`config.mk`:
```
export PLATFORM = sky130hd
export DESIGN_NAME = sorted_list_table_core
export DESIGN_NICKNAME = d
export VERILOG_FILES = /design/src/rtl/core/slt_pkg.sv /design/src/rtl/core/slt_ram.sv /design/src/rtl/core/slt_ctrl.sv /design/src/rtl/core/sorted_list_table_core.sv
export SDC_FILE = /design/constraint.sdc
export NUM_CORES = 1
export LEC_CHECK = 0
export ABC_AREA = 0
export ABC_CLOCK_PERIOD_IN_PS = 12300
export BUFFER_PORTS_ARGS = -buffer_cell sky130_fd_sc_hd__buf_4
export CORE_MARGIN = 1.5
export CORE_UTILIZATION = 45
export CTS_CLUSTER_DIAMETER = 100
export DETAILED_ROUTE_END_ITERATION = 16
export GPL_TIMING_DRIVEN = 0
export PLACE_DENSITY = 0.59
export SLEW_MARGIN = 0
export SYNTH_ARGS = -nofsm -noshare
export SYNTH_HDL_FRONTEND = slang
export SYNTH_SLANG_ARGS = --single-unit
```
`constraint.sdc`:
```
create_clock -name clock -period 12.3 [get_ports clock]
set_input_delay 2.46 -clock clock [delete_from_list [all_inputs] [get_ports clock]]
set_output_delay 2.46 -clock clock [all_outputs]
set_load 0.1 [all_outputs]
```
`src/rtl/core/slt_pkg.sv`:
```
// ----------------------------------------------------------------------------
// slt_pkg
// Shared constants, codes and types for the sorted list table core.
// ----------------------------------------------------------------------------
package slt_pkg;

   // store geometry
   localparam int CAPACITY = 64;
   localparam int IDX_W    = $clog2(CAPACITY);
   localparam int CNT_W    = $clog2(CAPACITY + 1);

   // fixed field widths of the request and response
   localparam int FUNC_W   = 2;
   localparam int DATA_W   = 8;
   localparam int START_W  = 6;
   localparam int DCNT_W   = 7;
   localparam int STAT_W   = 2;
   localparam int LEN_W    = 7;

   // width that holds a start position plus a run length without overflow
   localparam int SUM_W    = ((CNT_W > DCNT_W) ? CNT_W : DCNT_W) + 1;

   // command codes
   localparam logic [FUNC_W-1:0] FN_INSERT = 2'd0;
   localparam logic [FUNC_W-1:0] FN_DELETE = 2'd1;
   localparam logic [FUNC_W-1:0] FN_LOCATE = 2'd2;
   localparam logic [FUNC_W-1:0] FN_NONE   = 2'd3;

   // status codes
   localparam logic [STAT_W-1:0] STAT_OK    = 2'd0;
   localparam logic [STAT_W-1:0] STAT_RANGE = 2'd1;
   localparam logic [STAT_W-1:0] STAT_FULL  = 2'd2;

   // sequencer states
   typedef enum logic [1:0] {
      ST_IDLE,
      ST_SCAN,
      ST_EVAL
   } state_type;

   // store access issued by the sequencer
   typedef struct packed {
      logic              wr_en;
      logic [IDX_W-1:0]  wr_addr;
      logic [DATA_W-1:0] wr_data;
      logic              rd_en;
      logic [IDX_W-1:0]  rd_addr;
   } mem_req_type;

   // command completion
   typedef struct packed {
      logic              valid;
      logic [STAT_W-1:0] status;
      logic [CNT_W-1:0]  position;
      logic [CNT_W-1:0]  length;
   } fin_type;

endpackage

```
`src/rtl/core/slt_ram.sv`:
```
// ----------------------------------------------------------------------------
// slt_ram
// Entry store: one write port and one read port with registered read data.
// ----------------------------------------------------------------------------
module slt_ram
   import slt_pkg::*;
(
   input  logic              clock,
   input  mem_req_type       mem_req,
   output logic [DATA_W-1:0] rd_data
);

   logic [DATA_W-1:0] mem_ff [CAPACITY];
   logic [DATA_W-1:0] rd_data_ff;

   // write port
   always_ff @(posedge clock) begin
      if (mem_req.wr_en) begin
         mem_ff[mem_req.wr_addr] <= mem_req.wr_data;
      end
   end

   // registered read port
   always_ff @(posedge clock) begin
      if (mem_req.rd_en) begin
         rd_data_ff <= mem_ff[mem_req.rd_addr];
      end
   end

   assign rd_data = rd_data_ff;

endmodule

```
`src/rtl/core/slt_ctrl.sv`:
```
// ----------------------------------------------------------------------------
// slt_ctrl
// Command sequencer: walks the store one entry per step (read and compare,
// and a write for insert and delete), shifting entries or searching for locate.
// ----------------------------------------------------------------------------
module slt_ctrl
   import slt_pkg::*;
(
   input  logic               clock,
   input  logic               reset,
   input  logic               start,
   input  logic [FUNC_W-1:0]  req_func,
   input  logic [DATA_W-1:0]  req_value,
   input  logic [START_W-1:0] req_start_index,
   input  logic [DCNT_W-1:0]  req_delete_count,
   input  logic [DATA_W-1:0]  rd_data,
   output logic               busy,
   output mem_req_type        mem_req,
   output fin_type            fin
);

   state_type         state_ff, state_in;
   logic [FUNC_W-1:0] func_ff, func_in;
   logic [DATA_W-1:0] value_ff, value_in;
   logic [DCNT_W-1:0] dcnt_ff, dcnt_in;
   logic [CNT_W-1:0]  pos_ff, pos_in;
   logic [CNT_W-1:0]  count_ff, count_in;

   logic              accept;
   logic [SUM_W-1:0]  run_end;
   logic [SUM_W-1:0]  step_src;
   logic [CNT_W-1:0]  pos_dec;
   logic [CNT_W-1:0]  pos_inc;

   assign accept   = start && (state_ff == ST_IDLE);
   assign busy     = (state_ff != ST_IDLE);
   assign run_end  = SUM_W'(req_start_index) + SUM_W'(req_delete_count);
   assign step_src = SUM_W'(pos_ff) + SUM_W'(dcnt_ff);
   assign pos_dec  = pos_ff - CNT_W'(1);
   assign pos_inc  = pos_ff + CNT_W'(1);

   // state and working registers
   always_ff @(posedge clock) begin
      if (reset) begin
         state_ff <= ST_IDLE;
         count_ff <= '0;
      end else begin
         state_ff <= state_in;
         count_ff <= count_in;
      end
   end

   always_ff @(posedge clock) begin
      func_ff  <= func_in;
      value_ff <= value_in;
      dcnt_ff  <= dcnt_in;
      pos_ff   <= pos_in;
   end

   // next state, store access and completion
   always_comb begin
      state_in        = state_ff;
      func_in         = func_ff;
      value_in        = value_ff;
      dcnt_in         = dcnt_ff;
      pos_in          = pos_ff;
      count_in        = count_ff;
      mem_req         = '0;
      fin             = '0;
      fin.length      = count_ff;

      case (state_ff)
         ST_IDLE: begin
            if (accept) begin
               func_in  = req_func;
               value_in = req_value;
               dcnt_in  = req_delete_count;
               // checks that finish a request at once
               case (req_func)
                  FN_INSERT: begin
                     if (SUM_W'(count_ff) >= SUM_W'(CAPACITY)) begin
                        fin.valid  = 1'b1;
                        fin.status = STAT_FULL;
                     end else begin
                        pos_in   = count_ff;
                        state_in = ST_SCAN;
                     end
                  end
                  FN_DELETE: begin
                     if (run_end > SUM_W'(count_ff)) begin
                        fin.valid  = 1'b1;
                        fin.status = STAT_RANGE;
                     end else begin
                        pos_in   = CNT_W'(req_start_index);
                        state_in = ST_SCAN;
                     end
                  end
                  FN_LOCATE: begin
                     pos_in   = '0;
                     state_in = ST_SCAN;
                  end
                  default: begin
                     fin.valid = 1'b1;
                  end
               endcase
            end
         end

         ST_SCAN: begin
            case (func_ff)
               FN_INSERT: begin
                  // reached the bottom: new value goes first
                  if (pos_ff == '0) begin
                     mem_req.wr_en   = 1'b1;
                     mem_req.wr_addr = '0;
                     mem_req.wr_data = value_ff;
                     count_in        = count_ff + CNT_W'(1);
                     fin.valid       = 1'b1;
                     fin.length      = count_in;
                     state_in        = ST_IDLE;
                  end else begin
                     mem_req.rd_en   = 1'b1;
                     mem_req.rd_addr = pos_dec[IDX_W-1:0];
                     state_in        = ST_EVAL;
                  end
               end
               FN_DELETE: begin
                  if (step_src < SUM_W'(count_ff)) begin
                     mem_req.rd_en   = 1'b1;
                     mem_req.rd_addr = step_src[IDX_W-1:0];
                     state_in        = ST_EVAL;
                  end else begin
                     count_in   = count_ff - CNT_W'(dcnt_ff);
                     fin.valid  = 1'b1;
                     fin.length = count_in;
                     state_in   = ST_IDLE;
                  end
               end
               default: begin
                  // locate
                  if (pos_ff < count_ff) begin
                     mem_req.rd_en   = 1'b1;
                     mem_req.rd_addr = pos_ff[IDX_W-1:0];
                     state_in        = ST_EVAL;
                  end else begin
                     fin.valid = 1'b1;
                     state_in  = ST_IDLE;
                  end
               end
            endcase
         end

         ST_EVAL: begin
            case (func_ff)
               FN_INSERT: begin
                  mem_req.wr_en   = 1'b1;
                  mem_req.wr_addr = pos_ff[IDX_W-1:0];
                  // larger entry moves up one place, else the value lands here
                  if (rd_data > value_ff) begin
                     mem_req.wr_data = rd_data;
                     pos_in          = pos_dec;
                     state_in        = ST_SCAN;
                  end else begin
                     mem_req.wr_data = value_ff;
                     count_in        = count_ff + CNT_W'(1);
                     fin.valid       = 1'b1;
                     fin.length      = count_in;
                     state_in        = ST_IDLE;
                  end
               end
               FN_DELETE: begin
                  mem_req.wr_en   = 1'b1;
                  mem_req.wr_addr = pos_ff[IDX_W-1:0];
                  mem_req.wr_data = rd_data;
                  pos_in          = pos_inc;
                  state_in        = ST_SCAN;
               end
               default: begin
                  if (rd_data == value_ff) begin
                     fin.valid    = 1'b1;
                     fin.position = pos_inc;
                     state_in     = ST_IDLE;
                  end else begin
                     pos_in   = pos_inc;
                     state_in = ST_SCAN;
                  end
               end
            endcase
         end

         default: begin
            state_in = ST_IDLE;
         end
      endcase
   end

endmodule

```
`src/rtl/core/sorted_list_table_core.sv`:
```
// ----------------------------------------------------------------------------
// sorted_list_table_core
// Ascending list of byte values with insert, run delete and locate commands.
//
//   channel   | ports                                      | handshake
//   ----------+--------------------------------------------+------------------
//   request   | req_func req_value req_start_index         | start && !busy
//             | req_delete_count                           |
//   response  | rsp_status rsp_position rsp_list_length    | rsp_valid, 1 cycle
//
// One step is a store read followed by a compare and, for insert and delete,
// a store write; an insert at the front and a locate miss visit the most
// entries. Full inserts, infeasible deletes and the unused code answer at
// once. busy is high while a request is in work; the response strobe is
// registered and follows in the cycle after the request finishes. Reset
// empties the list; no response stall.
// ----------------------------------------------------------------------------
module sorted_list_table_core
   import slt_pkg::*;
(
   input  logic               clock,
   input  logic               reset,
   input  logic               start,
   output logic               busy,
   input  logic [FUNC_W-1:0]  req_func,
   input  logic [DATA_W-1:0]  req_value,
   input  logic [START_W-1:0] req_start_index,
   input  logic [DCNT_W-1:0]  req_delete_count,
   output logic               rsp_valid,
   output logic [STAT_W-1:0]  rsp_status,
   output logic [LEN_W-1:0]   rsp_position,
   output logic [LEN_W-1:0]   rsp_list_length
);

   mem_req_type       mem_req;
   fin_type           fin;
   logic [DATA_W-1:0] rd_data;

   logic              rsp_valid_ff;
   logic [STAT_W-1:0] rsp_status_ff;
   logic [LEN_W-1:0]  rsp_position_ff;
   logic [LEN_W-1:0]  rsp_length_ff;

   slt_ctrl u_ctrl (
      .clock            (clock),
      .reset            (reset),
      .start            (start),
      .req_func         (req_func),
      .req_value        (req_value),
      .req_start_index  (req_start_index),
      .req_delete_count (req_delete_count),
      .rd_data          (rd_data),
      .busy             (busy),
      .mem_req          (mem_req),
      .fin              (fin)
   );

   slt_ram u_ram (
      .clock   (clock),
      .mem_req (mem_req),
      .rd_data (rd_data)
   );

   // response register
   always_ff @(posedge clock) begin
      if (reset) begin
         rsp_valid_ff <= 1'b0;
      end else begin
         rsp_valid_ff <= fin.valid;
      end
   end

   always_ff @(posedge clock) begin
      if (fin.valid) begin
         rsp_status_ff   <= fin.status;
         rsp_position_ff <= LEN_W'(fin.position);
         rsp_length_ff   <= LEN_W'(fin.length);
      end
   end

   assign rsp_valid       = rsp_valid_ff;
   assign rsp_status      = rsp_status_ff;
   assign rsp_position    = rsp_position_ff;
   assign rsp_list_length = rsp_length_ff;

   // an accepted request is either in work or answered next cycle
   a_accept_progress : assert property (@(posedge clock) disable iff (reset)
      (start && !busy) |=> (busy || rsp_valid))
      else $error("accepted request neither in work nor answered");

   // a full insert only happens with the list at capacity
   a_full_length : assert property (@(posedge clock) disable iff (reset)
      (rsp_valid && rsp_status == STAT_FULL) |->
         (rsp_list_length == LEN_W'(CAPACITY) && rsp_position == '0))
      else $error("full status with list below capacity");

   // a found position never lies beyond the list
   a_position_bound : assert property (@(posedge clock) disable iff (reset)
      rsp_valid |-> (rsp_position <= rsp_list_length))
      else $error("located position beyond list length");

   // a response strobe only follows a cycle of work or an accept
   a_no_spurious : assert property (@(posedge clock) disable iff (reset)
      (!busy && !start) |=> !rsp_valid)
      else $error("response without a request");

endmodule
```
## Word level (Yosys, flattened, before mapping)

Memories as Yosys holds them, arrays and structs flattened. A register that Yosys moved wholly into a read port is not among the register bits.
Cells that the tools add are included.

| storage, ports and cells | value |
|---|---|
| memories kept | 1 |
| flip-flop bits (word level) | 50 |
| memory bits (writable) | 512 |
| output and inout port bits | 18 |

Memories:

| memory | words | width | read ports | clocked after Yosys merged registers in | wr ports | line | RTL |
|---|---|---|---|---|---|---|---|
| u_ram.mem_ff | 64 | 8 | 1 | 1 | 1 | slt_ram.sv:13 | `logic [DATA_W-1:0] mem_ff [CAPACITY];` |

| operators by class | value |
|---|---|
| bitwise logic cells | 2 |
| multiplexer cells | 51 |
| equality and inequality tests | 12 |
| magnitude comparators | 5 |
| reductions and logical operators | 11 |
| $add $sub $neg | 6 |

Operators with widths:

| kind | number |
|---|---|
| 7-bit two-way mux | 13 |
| 7-bit one-hot mux with 2 select lines | 5 |
| 15-bit one-hot mux with 2 select lines | 2 |
| 15-bit two-way mux | 2 |
| 7-bit one-hot mux with 3 select lines | 1 |
| 7-bit by 1-bit adder with 7-bit output, second input constant | 2 |
| 2-bit two-way mux | 6 |
| 2-bit one-hot mux with 3 select lines | 2 |
| 1-bit two-way mux | 9 |
| 3-bit two-way mux | 3 |
| 6-bit by 7-bit adder with 8-bit output | 1 |
| 7-bit by 7-bit adder with 8-bit output | 1 |
| 8-bit == test | 1 |
| 8-bit by 7-bit greater-than comparator with 1-bit output | 1 |
| 8-bit greater-than comparator | 1 |
| 8-bit by 7-bit < comparator with 1-bit output | 1 |
| 8-bit two-way mux | 1 |
| 4-bit inequality test, second input constant | 2 |
| 2-bit one-hot mux with 2 select lines | 2 |
| 7-bit >= comparator, second input constant | 1 |
| 7-bit zero test | 1 |
| 7-bit < comparator | 1 |
| 7-bit AND reduction | 1 |
| 7-bit by 1-bit subtractor with 7-bit output, second input constant | 1 |
| 15 further kinds | 26 |

## Logic depth before layout (Yosys ltp)

Gate-level depths: netlist of run 1.

| depth | value |
|---|---|
| word-level depth | 6 |
| mapped depth | 21 |

## By module

From an unflattened synthesis of run 1, not the netlist that was laid out.

| unflattened totals | value |
|---|---|
| cell total of the unflattened synthesis | 1498 |
| area total of the unflattened synthesis | 25024.0 um^2 |

Modules (own cells, without submodules):

| module | times used | sequential area each (um^2) | area an instance (um^2) | cells each |
|---|---|---|---|---|
| slt_ram | 1 | 15615.0 | 20317.0 | 967 |
| slt_ctrl | 1 | 900.9 | 4192.8 | 513 |
| sorted_list_table_core | 1 | 500.5 | 514.2 | 18 |

## Least setup slack after synthesis of run 1

No wires, ideal clock.

| path | value |
|---|---|
| path type | input to register |
| from | input req_start_index[0] |
| to | register rsp_length_ff[0], in the netlist rsp_list_length[0] (enable) |
| arrival | 5.217 ns |
| path buffers | 0 |
| stages on the path | 16 |
| setup slack | 6.694 ns |
| path through | ha_1 inv_1 fa_1 inv_1 a21oi_1 o21bai_1 a21o_1 a21oi_1 xnor2_1 ha_1 nand4_1 o2111ai_1 and3_1 a21oi_1 a221oi_1 nor2_1 |

RTL lines:

| what | line | RTL |
|---|---|---|
| from (decl) | sorted_list_table_core.sv:27 | `input logic [START_W-1:0] req_start_index,` |
| to (signal assigned) | sorted_list_table_core.sv:77 | `rsp_length_ff <= LEN_W'(fin.length);` |
| to (decl) | sorted_list_table_core.sv:42 | `logic [LEN_W-1:0] rsp_length_ff;` |

## Worst setup path in the final report of run 1

| path | value |
|---|---|
| from | register u_ctrl.pos_ff[1] |
| to | register u_ram.rd_data_ff[7], in the netlist u_ram.rd_data[7] (read register of u_ram.mem_ff), data pin |

| on the way | value |
|---|---|
| cells in the longest elaborated chain, start to end | 5 |
| elaborated cells between the ends (all ways) | 10 |

Ends and longest elaborated chain:

| what | line | RTL |
|---|---|---|
| from (decl) | slt_ctrl.sv:26 | `logic [CNT_W-1:0] pos_ff, pos_in;` |
| from (signal assigned) | slt_ctrl.sv:57 | `pos_ff <= pos_in;` |
| 7-bit by 7-bit adder with 8-bit output | slt_ctrl.sv:38 | `assign step_src = SUM_W'(pos_ff) + SUM_W'(dcnt_ff);` |
| 8-bit by 7-bit < comparator with 1-bit output | slt_ctrl.sv:128 | `if (step_src < SUM_W'(count_ff)) begin` |
| 7-bit two-way mux | slt_ctrl.sv:128 |  |
| 7-bit one-hot mux with 2 select lines * | slt_ctrl.sv:110 | `case (func_ff)` |
| 7-bit two-way mux * | slt_ctrl.sv:72 | `case (state_ff)` |
| to (decl) | slt_ram.sv:14 | `logic [DATA_W-1:0] rd_data_ff;` |

Every way passes the cells marked *; elsewhere a longest branch is shown, timed or not.
A chain may end at the register's enable or synchronous reset.

==> summary.txt, run 1 <==
Die
  • Die Span Y: 240.6 um
  • Die ar.: 57,890 um^2
  • Rows: 86
  • Core Region: 55,420 um^2
  • Io pins: 44
  • Die width: 240.6 um
  • Starting density of the core: 45.84%

Timing
  • Setup TNS: 0 ns
  • Tmin final: 6.544 ns
  • Achievable frequency: 152.8 MHz
  • Max-slew violations: 0
  • Fin. Hold Viols: 0
  • Slew HR: 15.18%
  • Final setup fails: 0
  • Final worst-path cycle share: 53.21%
  • Worst-margin pin slew: 1.268 ns
  • RSZ-0062 raised after global routing: false
  • Skew final: 0.04294 ns

CTS
  • Hold Buf Count CTS: 0
  • Clk Latency, worst-skew pair: 0.65 ns
  • PostCTS Resize Cnt: 0
  • CTS Buf Count: 60
  • H-Tree Depth: 2
  • Max clock buf depth: 3
  • CTS Root Cell: clkbuf_16
  • CTS tree: yes
  • Clock Pin Slew Worst Setup and Hold Paths: 0.06 ns
  • Post-CTS setup buffers: 0
  • Clock Sinks: 570

Drt
  • DR WL/cell: 27.86 um
  • Initial DRC count: 2,235
  • Vias per inst: 6.187
  • DR vias: 16,970
  • First-pass DRT Iterations: 8
  • Detail Route Antenna Nets: 0
  • Residual DRC: 0
  • WL final: 76,420 um

Placement
  • Dpl hpwl: 53,560 um
  • Post-DP Area: 26,790 um^2
  • Gp weighted congestion: 0.9512
  • Port bufs: 42

Yosys
  • Post-synth EDFFs: 560
  • Cell count after synthesis: 1,838
  • Synth Register Bits: 570
  • Synthesized area: 25,400 um^2
  • Total number of yosys warnings: 0
  • Most frequent cell after synthesis: edfxtp_1
  • Cell taking the most area after synthesis: edfxtp_1
  • Avg Cell Area, Syn: 13.82 um^2
  • Post-synthesis sequential area ratio: 66.99%
  • Area share of the largest cell type after synthesis: 66.20%
  • Cell variety after synth: 85
  • Most frequent cells after synthesis: edfxtp_1 (560), nor2_1 (187), nand2_1 (107), o21ai_0 (107), nor3_1 (79)
  • Ranking of synthesized cells by area: edfxtp_1 (66%), mux4_2 (3.2%), ha_1 (2.8%)
  • Synth Net Count: 1,924
  • Ys flop type: edfxtp_1
  • Synth async-reset ratio: 0%

Global routing
  • Largest net degree at the start of global routing: 65
  • Vias in the first global route: 16,440
  • Global-route usage over all layers: 26.72%
  • Gr ovfl total: 0
  • Global-route wire length before repair: 111,100 um
  • Initial antenna violation count: 0

Cells and area
  • P&R area growth vs syn: 13.23%
  • Final Net Count: 2,033
  • Fillers: 4,686
  • Design area: 28,770 um^2
  • Fraction of final layout cells sized beyond drive strength 1: 11.94%

Power
  • Worst VDD drop: 136.6 uV
  • Leakage power: 8.484 nW
  • PD cells: 181.4 nW/um^2
  • Total power: 5.219 mW

Job
  • Max cap viols: 0

Critical path
  • Worst path slowest cell: edfxtp_1
  • CP peak stage delay: 0.65 ns
  • WS Path Type: register to register
  • CP required: 12.65 ns
  • Crit-path cells: fa_1 -> a21o_1 -> a21oi_1 -> o21bai_1 -> a21oi_1 -> xnor2_1 -> ha_1 -> a211oi_1 -> o2111a_1 -> o21a_1 -> nand2_1 -> nand2_1 -> buf_2 -> clkbuf_1 -> clkbuf_1 -> o21ai_0 -> a22oi_1 -> a31oi_1 -> o22ai_1
  • Critical Path AT: 6.90 ns
  • Critical path's top delay family: compound AO/OA/AOI/OAI gates
  • CP endpoint kind: register
  • Worst path bufs/invs: 3
  • CP Max Fanout: 12
  • Crit start category: register

Worst hold path
  • Hold crit path type: register to register

Run status
  • Outcome: finished clean
## cells in the final DEF (no fill, tap or decap), types with 19 or more instances in the layout
cell,n
nor3_1,79
edfxtp_1,560
mux4_2,36
inv_1,54
a21oi_1,56
nor2_1,186
o21ai_0,107
a211o_1,19
nand2_1,107
ha_1,57
buf_4,45
buf_2,23
clkbuf_16,60
mux2i_1,33
a31oi_1,21
clkbuf_1,86
or3_1,28
## per-layer routing
metal / routed length [um] / up-vias / track usage, %
li1: - / 7401 / -
met2: 34390 / 910 / 40.83
met1: 31840 / 8519 / 37.58
met3: 7676 / 140 / 6.188
met4: 2433 / 2 / 9.129
met5: 82 / - / 1.010
## where the power goes
group	leakage, nW	total, mW	internal, mW	switching (mW)
clock	0.952	1.82	1.05	0.770
combinational	3.37	1.20	0.317	0.881
sequential	4.16	2.20	2.16	0.0369
total	8.48	5.22	3.53	1.69
## registers in the layout, summed over array words and instances, names as in the netlist, 2 cells and up
name,count
u_ctrl.count_ff,7
rsp_list_length,7
u_ram.rd_data,8
u_ram.mem_ff,512
u_ctrl.value_ff,8
u_ctrl.pos_ff,7
u_ctrl.func_ff,2
u_ctrl.dcnt_ff,7
rsp_position,7
u_ctrl.state_ff,2
rsp_status,2
## metrics by stage
stage | cells | utilization (%) | hold WS (ns) | setup slack, ns
6_report | 2743 | 51.91 | 0.5270 | 5.756
3_5_place_dp | 2633 | 48.34 | 0.5114 | 5.848
3_3_place_gp | 2628 | 48.10 | 0.4877 | 5.935
2_1_floorplan | 1838 | - | 0.4703 | 6.694
4_1_cts | 2742 | 51.90 | 0.5216 | 5.954
5_1_grt | 2742 | 51.90 | 0.5435 | 5.491
## logic make-up after synthesis
kind of cell             share of synthesized area [%]
adder cells (fa/ha/maj)                          3.044
flip-flops                                       66.99
multiplexers                                     4.906
XOR/XNOR                                        0.9999
AO/OA/AOI/OAI                                    12.22
buffers and inverters                            2.773
AND/OR/NAND/NOR                                  9.073
## layout make-up
cell class | instances | area (um^2) | area share [%]
Clock buffer | 73 | 1570 | 5.459
Sequential cell | 570 | 17020 | 59.16
Antenna cell | 1 | 2.502 | 0.008699
Buffer | 112 | 498.0 | 1.731
Multi-Input combinational cell | 1101 | 7717 | 26.83
Tap cell | 748 | 935.9 | 3.254
Clock inverter | 36 | 402.9 | 1.401
Inverter | 55 | 206.4 | 0.7177
Timing Repair Buffer | 47 | 415.4 | 1.444
## path summary, 6_finish.rpt
| path | startpoint | to | slack [ns] | cells past startpoint |
|---|---|---|---|---|
| worst min register to register | u_ctrl.state_ff[0] | u_ctrl.state_ff[0] | 0.53 | 2 |
| worst max-delay path | u_ctrl.pos_ff[1] | u_ram.rd_data[7] | 5.76 | 19 |
| worst min-delay path | u_ctrl.state_ff[0] | u_ctrl.state_ff[0] | 0.53 | 2 |
| worst max register to register | u_ctrl.pos_ff[1] | u_ram.rd_data[7] | 5.76 | 19 |
## worst register-to-register path: stages (launching register included)
cell	delay [ns]
edfxtp_1	0.65
fa_1	0.55
a21o_1	0.18
a21oi_1	0.22
o21bai_1	0.09
a21oi_1	0.17
xnor2_1	0.08
ha_1	0.17
a211oi_1	0.32
o2111a_1	0.25
o21a_1	0.13
nand2_1	0.27
nand2_1	0.40
buf_2	0.32
clkbuf_1	0.54
clkbuf_1	0.57
o21ai_0	0.18
a22oi_1	0.49
a31oi_1	0.24
o22ai_1	0.45
Note: power is estimated with default switching activity, not from simulation.
==> inputs of run 2 (changes only) <==
--- a/config.mk
+++ b/config.mk
@@ -6,7 +6,7 @@
 export NUM_CORES = 1
 export LEC_CHECK = 0
 export ABC_AREA = 0
-export ABC_CLOCK_PERIOD_IN_PS = 12300
+export ABC_CLOCK_PERIOD_IN_PS = 6370
 export BUFFER_PORTS_ARGS = -buffer_cell sky130_fd_sc_hd__buf_4
 export CORE_MARGIN = 1.5
 export CORE_UTILIZATION = 45
==> constraint.sdc (replaced) <==
create_clock -name clock -period 6.37 [get_ports clock]
set_input_delay 1.274 -clock clock [delete_from_list [all_inputs] [get_ports clock]]
set_output_delay 1.274 -clock clock [all_outputs]
set_load 0.1 [all_outputs]
==> run 2 against run 1 <==
Sequential share of layout area about the same. Clock skew down 0.0027 ns. Die area unchanged. Critical path depth unchanged. Non-clock buffer count unchanged. Flip-flop and latch count did not move. Register-to-register slack got worse by 5.5 ns. Global-route usage stayed put. Power rose by 93%. Utilization barely moved. Sequential power rose by 93%. Worst setup slack worse by 5.5 ns. Largest power group unchanged.
==> summary.txt, run 2 (synthesis results as in run 1) <==
Run status
  • Outcome: finished clean

Die
  • Die width: 240.6 um (unchanged)
  • Io pins: 44 (unchanged)
  • Die ar.: 57,890 um^2 (unchanged)
  • Rows: 86 (unchanged)
  • Die Span Y: 240.6 um (unchanged)
  • Starting density of the core: 45.84% (unchanged)
  • Core Region: 55,420 um^2 (unchanged)

Timing
  • Achievable frequency: 163.9 MHz (+7.3%)
  • Final worst-path cycle share: 95.78% (+43 points)
  • Fin. Hold Viols: 0 (unchanged)
  • Max-slew violations: 0 (unchanged)
  • RSZ-0062 raised after global routing: false
  • Slew HR: 16.62% (+1.4 points)
  • Final setup fails: 0 (unchanged)
  • Worst-margin pin slew: 1.246 ns (-0.02150 ns)
  • Tmin final: 6.101 ns (-0.4433 ns)
  • Hold WS: 0.5274 ns (+0.0003780 ns)
  • Skew final: 0.04020 ns (-0.002746 ns)
  • Setup TNS: 0 ns (unchanged)

Global routing
  • Global-route wire length before repair: 111,100 um (unchanged)
  • Global-route usage over all layers: 26.72% (unchanged)
  • Gr ovfl total: 0 (unchanged)
  • Initial antenna violation count: 0 (unchanged)
  • Largest net degree at the start of global routing: 65 (unchanged)
  • Vias in the first global route: 16,440 (unchanged)

CTS
  • Clock Pin Slew Worst Setup and Hold Paths: 0.06 ns (about the same)
  • Clock Sinks: 570 (unchanged)
  • H-Tree Depth: 2 (unchanged)
  • CTS Buf Count: 60 (unchanged)
  • Hold Buf Count CTS: 0 (unchanged)
  • CTS Root Cell: clkbuf_16
  • CTS tree: yes
  • Max clock buf depth: 3 (unchanged)
  • Clk Latency, worst-skew pair: 0.65 ns (about the same)

Power
  • Worst VDD drop: 263.5 uV (+93%)
  • Leakage power: 8.506 nW (+0.27%)
  • PD cells: 350.0 nW/um^2 (+93%)
  • Total power: 10.07 mW (+93%)

Worst hold path
  • Hold crit path type: register to register

Cells and area
  • Area of the multi-input gates: 7722 um^2 (about the same)
  • Final Util: 51.94% (about the same)
  • Reg with most FFs: u_ram.mem_ff
  • Fillers: 4,684 (-0.043%)
  • Reg area: 17,020 um^2 (unchanged)
  • Leading cell type in the layout, fill and taps excluded: edfxtp_1
  • P&R area growth vs syn: 13.30% (about the same)
  • Final Net Count: 2,033 (unchanged)
  • Number of flip-flops in the largest register: 512 (unchanged)
  • Most frequent cells in the layout: edfxtp_1 (560), nor2_1 (186), o21ai_0 (107), nand2_1 (107), clkbuf_1 (81)
  • Fraction of final layout cells sized beyond drive strength 1: 12.29% (+0.35 points)
  • Design area: 28,780 um^2 (about the same)

Critical path
  • Critical Path AT: 6.47 ns (-0.43 ns)
  • Crit start category: register
  • CP Max Fanout: 12 (unchanged)
  • WS Path Type: register to register
  • CP endpoint kind: register
  • CP required: 6.74 ns (-5.91 ns)

Placement
  • Post-DP Area: 26,790 um^2 (unchanged)
  • Dpl hpwl: 53,560 um (unchanged)
  • Gp weighted congestion: 0.9512 (unchanged)
  • Port bufs: 42 (unchanged)

Drt
  • Detail Route Antenna Nets: 0 (unchanged)
  • Initial DRC count: 2,076 (-7.1%)
  • WL final: 76,360 um (about the same)
  • Residual DRC: 0 (unchanged)
  • Vias per inst: 6.188 (about the same)
  • First-pass DRT Iterations: 5 (-3)
  • DR WL/cell: 27.83 um (-0.12%)
  • DR vias: 16,980 (+0.053%)

Job
  • Max cap viols: 0 (unchanged)
==> run 2: cell count changes in the layout (fill, tap and decap cells not counted), sizes merged <==
| cell | before | now |
|---|---|---|
| diode | 1 | 2 |
| clkbuf | 148 | 150 |
| buf | 84 | 82 |
==> run 2: path summary, 6_finish.rpt <==
kind	from	endpoint	slack [ns]	depth (start not counted)
min	u_ctrl.state_ff[0]	u_ctrl.state_ff[0]	0.53	2
min reg2reg	u_ctrl.state_ff[0]	u_ctrl.state_ff[0]	0.53	2
max	u_ctrl.pos_ff[1]	u_ram.rd_data[7]	0.27	19
max reg2reg	u_ctrl.pos_ff[1]	u_ram.rd_data[7]	0.27	19
==> run 2: final cells by class <==
type	count	share of cell area [%]
well taps	748	3.252
plain buffers	112	1.765
clock buffers	73	5.456
inverters	55	0.7173
clock inverters	36	1.400
multi-input cells	1101	26.83
diodes	2	0.01739
flip-flops and latches	570	59.12
repair buffers	47	1.443
==> run 2: repair_timing <==
item,CTS,global route
endpoints found under the setup margin,0,8
resized for setup,0,15
setup buffers,0,0
==> run 2: worst max-delay path, cell delays in order, from the launching register on <==
cell and delay (ns):
edfxtp_1 0.64, fa_1 0.54, a21o_1 0.18, a21oi_1 0.22
o21bai_1 0.09, a21oi_1 0.17, xnor2_1 0.08, ha_1 0.17
a211oi_1 0.32, o21ai_0 0.15, o21ba_2 0.34, nand3_1 0.22
o21ai_2 0.40, buf_2 0.45, buf_2 0.40, nand2_1 0.09
a32oi_1 0.44, nand4_1 0.19, and2_0 0.29, o22ai_1 0.44
==> run 2: layer usage <==
| metal | part of all wire, % | GRT usage (%) | up-vias | wire, um |
|---|---|---|---|---|
| met2 | 45 | 40.83 | 897 | 33980 |
| li1 | - | - | 7410 | - |
| met5 | 0.11 | 1.010 | - | 86 |
| met4 | 3.5 | 9.129 | 2 | 2690 |
| met3 | 11 | 6.188 | 160 | 8058 |
| met1 | 41 | 37.58 | 8512 | 31540 |
==> run 2: metrics by stage <==
step | instances | worst slack, ns
final | 2744 | 0.2689
after global routing | 2742 | 0.007372
after CTS | 2742 | 0.02410
after detailed placement | 2633 | 0.03632
after global placement | 2628 | 0.1058
after floorplan | 1838 | 1.894
==> run 2: power breakdown <==
group,internal [mW],switching [mW]
Combinational,0.615,1.70
Clock,2.04,1.48
Sequential,4.17,0.0715
Total,6.82,3.26
